<file path="src/rtl/ccns_div_cell.sv">
// One restoring-division cell: settles one quotient bit per request and passes it on.
module ccns_div_cell #(
   parameter int W      = 13,
   parameter int SIDE_W = 1
) (
   input  logic              clock,
   input  logic              enable,
   input  logic [W-1:0]      up_rem,
   input  logic [W-1:0]      up_num,
   input  logic [W-1:0]      up_div,
   input  logic [SIDE_W-1:0] up_side,
   output logic [W-1:0]      dn_rem,
   output logic [W-1:0]      dn_num,
   output logic [W-1:0]      dn_div,
   output logic [SIDE_W-1:0] dn_side
);

   logic [W-1:0]      rem_ff, rem_in;
   logic [W-1:0]      num_ff, num_in;
   logic [W-1:0]      div_ff;
   logic [SIDE_W-1:0] side_ff;
   logic [W:0]        shifted;
   logic [W:0]        diff;
   logic              fits;

   // num holds the unused dividend bits on top and the quotient bits below
   always_comb begin
      shifted = {up_rem, up_num[W-1]};
      diff    = shifted - {1'b0, up_div};
      fits    = shifted >= {1'b0, up_div};
      rem_in  = fits ? diff[W-1:0] : shifted[W-1:0];
      num_in  = {up_num[W-2:0], fits};
   end

   always_ff @(posedge clock) begin
      if (enable) begin
         rem_ff  <= rem_in;
         num_ff  <= num_in;
         div_ff  <= up_div;
         side_ff <= up_side;
      end
   end

   assign dn_rem  = rem_ff;
   assign dn_num  = num_ff;
   assign dn_div  = div_ff;
   assign dn_side = side_ff;

endmodule

</file>
<file path="src/rtl/ccns_div_chain.sv">
// Row of division cells: a pipelined divider giving a W-bit quotient per request.
module ccns_div_chain #(
   parameter int W      = 13,
   parameter int SIDE_W = 1
) (
   input  logic              clock,
   input  logic              enable,
   input  logic [W-1:0]      num_high,
   input  logic [W-1:0]      num_low,
   input  logic [W-1:0]      divisor,
   input  logic [SIDE_W-1:0] side_in,
   output logic [W-1:0]      quotient,
   output logic [SIDE_W-1:0] side_out
);

   logic [W-1:0]      rem  [0:W];
   logic [W-1:0]      num  [0:W];
   logic [W-1:0]      dv   [0:W];
   logic [SIDE_W-1:0] side [0:W];

   assign rem[0]  = num_high;
   assign num[0]  = num_low;
   assign dv[0]   = divisor;
   assign side[0] = side_in;

   for (genvar i = 0; i < W; i++) begin : g_cell
      ccns_div_cell #(
         .W      (W),
         .SIDE_W (SIDE_W)
      ) u_cell (
         .clock   (clock),
         .enable  (enable),
         .up_rem  (rem[i]),
         .up_num  (num[i]),
         .up_div  (dv[i]),
         .up_side (side[i]),
         .dn_rem  (rem[i+1]),
         .dn_num  (num[i+1]),
         .dn_div  (dv[i+1]),
         .dn_side (side[i+1])
      );
   end

   assign quotient = num[W];
   assign side_out = side[W];

endmodule
</file>
<file path="config.mk">
export PLATFORM = sky130hd
export DESIGN_NAME = ccns_div_chain
export DESIGN_NICKNAME = d
export VERILOG_FILES = /design/src/rtl/ccns_div_cell.sv /design/src/rtl/ccns_div_chain.sv
export SDC_FILE = /design/constraint.sdc
export NUM_CORES = 1
export LEC_CHECK = 0
export BUFFER_PORTS_ARGS = -buffer_cell sky130_fd_sc_hd__clkbuf_2
export CELL_PAD_IN_SITES_DETAIL_PLACEMENT = 1
export CELL_PAD_IN_SITES_GLOBAL_PLACEMENT = 2
export CORE_ASPECT_RATIO = 0.8
export CORE_MARGIN = 1
export CORE_UTILIZATION = 35
export DETAILED_ROUTE_END_ITERATION = 8
export GPL_ROUTABILITY_DRIVEN = 0
export PLACE_DENSITY_LB_ADDON = 0.1
export SLEW_MARGIN = 5
export SYNTH_ARGS = -nofsm -noshare
export SYNTH_HDL_FRONTEND = slang
export SYNTH_SLANG_ARGS = --single-unit
</file>
<file path="constraint.sdc">
create_clock -name clock -period 6.27 [get_ports clock]
set_input_delay 0.627 -clock clock [delete_from_list [all_inputs] [get_ports clock]]
set_output_delay 0.627 -clock clock [all_outputs]
set_load 0.1 [all_outputs]
</file>
==> results.md <==
- Number of enable-type register cells in the synthesized netlist: 494
- Run status: finished clean
- Average footprint of a synthesized cell: 13.4 um^2
- Number of cells in the finished layout apart from fillers: 2,919
- Combined area of the multi-input logic cells: 9020 um^2
- Final max-slew violation count: 0
- Global-route wire length before repair: 84,800 um
- Estimated wirelength of the detail-placed design: 38,100 um
- Number of vias after detailed routing: 14,330
- CTS root buffer: sky130_fd_sc_hd__clkbuf_16
- Final Power: 13,200 uW
- Setup TNS: 0 ns
- Leakage: 0.0111 uW
- Number of clock sinks: 494
- Number of cells on the worst hold path: 1
- Combinational family with the most area after synthesis: compound AO/OA/AOI/OAI gates
- Pwr/cell area: 472 nW/um^2
- Worst hold endpoint: g_cell[0].u_cell.dn_num[2]
- Type of element launching the critical path: flop
- Peak clock frequency supported by timing: 276 MHz
- Worst path slowest cell: sky130_fd_sc_hd__a311oi_4
- Worst vdd ir: 0.238 mV
- Via density: 4.91
- DR DRC count: 0
- Worst hold margin: 0.149 ns
- Finish-stage setup viols: 0
- Ys async rst share: 0%
- Most frequent cells after synthesis: sky130_fd_sc_hd__edfxtp_1 (494), sky130_fd_sc_hd__inv_1 (219), sky130_fd_sc_hd__ha_1 (169)
- Sequential cell area fraction in the yosys report: 59.9%
- Overflow after GRT: 0
- Layout Skew: 0.0544 ns
- Post-synthesis xor/xnor area fraction: 3.53%
- NumNets Final: 2,173
- Synth warn: 0
- Std-Cell Rows: 86
- CP cell instances: inv_1, ha_1, fa_1, nor2b_1, o21ai_2, a21oi_1, a211oi_2, o211ai_1, a311oi_4, mux2_2
- Number of library cell types mapped by synthesis: 71
- Post-CTS Hold Fix Bufs: 0
- Reg area: 14,800 um^2
- Post-synthesis net count: 2,067
- Ranking of synthesized cells by area: sky130_fd_sc_hd__edfxtp_1 (60%), sky130_fd_sc_hd__ha_1 (8.5%), sky130_fd_sc_hd__inv_1 (3.3%)
- Number of synthesized register bits: 494
- Clock Pin Slew Worst Setup and Hold Paths: 0.06 ns
- Number of maximum-capacitance constraint violations: 0
- Main synth FF type: sky130_fd_sc_hd__edfxtp_1
- Total setup buffers inserted after CTS: 0
- Number of global-route vias before repair: 15,092
- Area added between synthesis and finish: 13.1%
- Number of buffers on the longest clock path: 3
- Resize count post-CTS: 0
- Synth Area in Compound Gates: 9.81%
- Post-route minimum period: 3.62 ns
- Iteration-0 DRC Markers: 610
- Ant diodes: 0
- Worst path arrival time: 3.98 ns
- Crit Path Category: reg -> reg
- First-pass DRT Iterations: 5
- Total wirelength of the detailed-routed design: 52,500 um
- WL per Instance: 18.0 um
- Leading area contributor after synthesis: sky130_fd_sc_hd__edfxtp_1
- Most frequent cell after synthesis: sky130_fd_sc_hd__edfxtp_1
- Register-to-register setup slack: 2.65 ns
- TritonCTS clock tree: built
- Post-synthesis instance total: 1,844
- Adder and majority cell fraction of the synthesized area: 9.50%
- Layout filler cell count: 7,188
- Fraction of final layout cells with drive strength greater than 1: 12.3%
- Global-route total usage across every layer: 14.9%
- Later-pin clock latency in the skew report: 0.65 ns
- Max Fanout on Critical Path: 14
- End of the worst register-to-register path: g_cell[9].u_cell.dn_rem[12]
- Number of I/O port buffers: 55
- Initial Utilization: 35.7%
- Final clock period utilization by the worst path: 57.8%
- Crit path largest cell delay: 0.87 ns
- Cell count after placement: 2,816
- Final count of hold timing violations: 0
- Number of antenna violations at the first check in global routing: 1
- Simple-gate share of the synthesized area: 6.66%
- I/O pins: 56
- TritonCTS buffer count: 56
- Clock H-tree levels: 2
- Worst min-delay path class: in -> reg
- Overall die width: 299 um
- Core region area: 69,400 um^2
- Number of nets with antenna violations after routing: 0
- Worst Max-Slew Pin Slew: 1.03 ns
- Unrepaired setup endpoints after global routing: false
- Crit. End Element: flop
- Floorplan die area: 71,900 um^2
- Top-area cell type share of the netlist area: 59.9%
- Proportion of synthesized area in mux cells: 6.88%
- Data required time of the critical path: 6.62 ns
- Max-slew headroom at the worst pin: 30.9%
- Worst R2R Path Depth: 10
- Worst path setup slack after routing: 2.65 ns
- Largest net degree at the start of global routing: 123
- Die Y: 240 um
- Post-Place Worst Slack: 2.72 ns
- Netlist Area Pre-Place: 24,800 um^2
- Crit Reg-Reg Startpoint: g_cell[8].u_cell.dn_num[12]
- Hold Startpoint: num_low[1]
[layer usage]
metal  vias to the layer above  part of all wire (%)  track usage (%)
met2                       157                    39             20.7
met3                        74                   3.2             2.53
met4                         2                   1.9             3.87
met1                      7023                    55             23.5
met5                         -                 0.032                0
li1                       7074                     -                -
[stage by stage]
step / util (%) / cell area (um^2)
final: 40.4 / 28000
after global routing: 40.4 / 28000
after CTS: 40.4 / 28000
after detailed placement: 37.8 / 26200
after global placement: 37.8 / 26200
after floorplan: - / 24800
[power by group]
part	leakage, uW	internal (uW)	switching [uW]
Combinational	0.00537	2290	2730
Clock	0.000863	1780	1390
Sequential	0.00482	4640	376
[state kept, by name, indices dropped and copies added, names as in the netlist]
name	flops
g_cell.u_cell.dn_num	169
g_cell.u_cell.dn_div	156
g_cell.u_cell.dn_rem	156
g_cell.u_cell.dn_side	13
[cells in the final DEF (no fill, tap or decap), types with 18 or more instances in the layout]
master,n
sky130_fd_sc_hd__o21ai_0,57
sky130_fd_sc_hd__inv_1,219
sky130_fd_sc_hd__clkbuf_2,54
sky130_fd_sc_hd__clkbuf_16,56
sky130_fd_sc_hd__nor2b_1,28
sky130_fd_sc_hd__nand4_1,20
sky130_fd_sc_hd__xnor2_1,59
sky130_fd_sc_hd__ha_1,169
sky130_fd_sc_hd__nor2_1,83
sky130_fd_sc_hd__mux2i_1,32
sky130_fd_sc_hd__nand2_1,64
sky130_fd_sc_hd__edfxtp_1,494
sky130_fd_sc_hd__nand3_1,18
sky130_fd_sc_hd__o21a_1,32
sky130_fd_sc_hd__mux2_2,68
sky130_fd_sc_hd__xor2_1,41
sky130_fd_sc_hd__mux2_1,55
sky130_fd_sc_hd__a21o_1,44
sky130_fd_sc_hd__nor3_1,41
sky130_fd_sc_hd__a21oi_1,84
[layout make-up]
cell class                      instances  area share (%)
Sequential cell                       494            52.9
Multi-Input combinational cell       1112            32.2
Clock buffer                           65            5.12
Tap cell                              924            4.13
Inverter                              222            2.97
Timing Repair Buffer                   64            1.39
Clock inverter                         38            1.25
[cells by family after synthesis]
family / count (synthesis)
flip-flops: 494
AO/OA/AOI/OAI: 352
adder cells (fa/ha/maj): 181
XOR/XNOR: 100
buffers and inverters: 238
multiplexers: 155
AND/OR/NAND/NOR: 324
[worst max-delay path by stage]
stage	from	endpoint	slack (ns)	cells after the start
2_1_floorplan	num_low[12]	g_cell[0].u_cell.dn_rem[10]	3.28	12
3_3_place_gp	g_cell[8].u_cell.dn_num[12]	g_cell[9].u_cell.dn_rem[11]	2.75	10
3_5_place_dp	g_cell[8].u_cell.dn_num[12]	g_cell[9].u_cell.dn_rem[12]	2.72	10
4_1_cts	g_cell[8].u_cell.dn_num[12]	g_cell[9].u_cell.dn_rem[12]	2.62	10
5_1_grt	g_cell[8].u_cell.dn_num[12]	g_cell[9].u_cell.dn_rem[12]	2.38	10
6_report	g_cell[8].u_cell.dn_num[12]	g_cell[9].u_cell.dn_rem[12]	2.65	10
[worst max-delay path, delay by kind of cell (launching register included)]
kind	cells	cell delay (ns)
mux	1	0.42
compound gates	5	1.88
flops	1	0.36
simple gates	1	0.08
fa+ha+maj	2	0.50
buf+inv	1	0.08
Note: power is estimated with default switching activity, not from simulation.
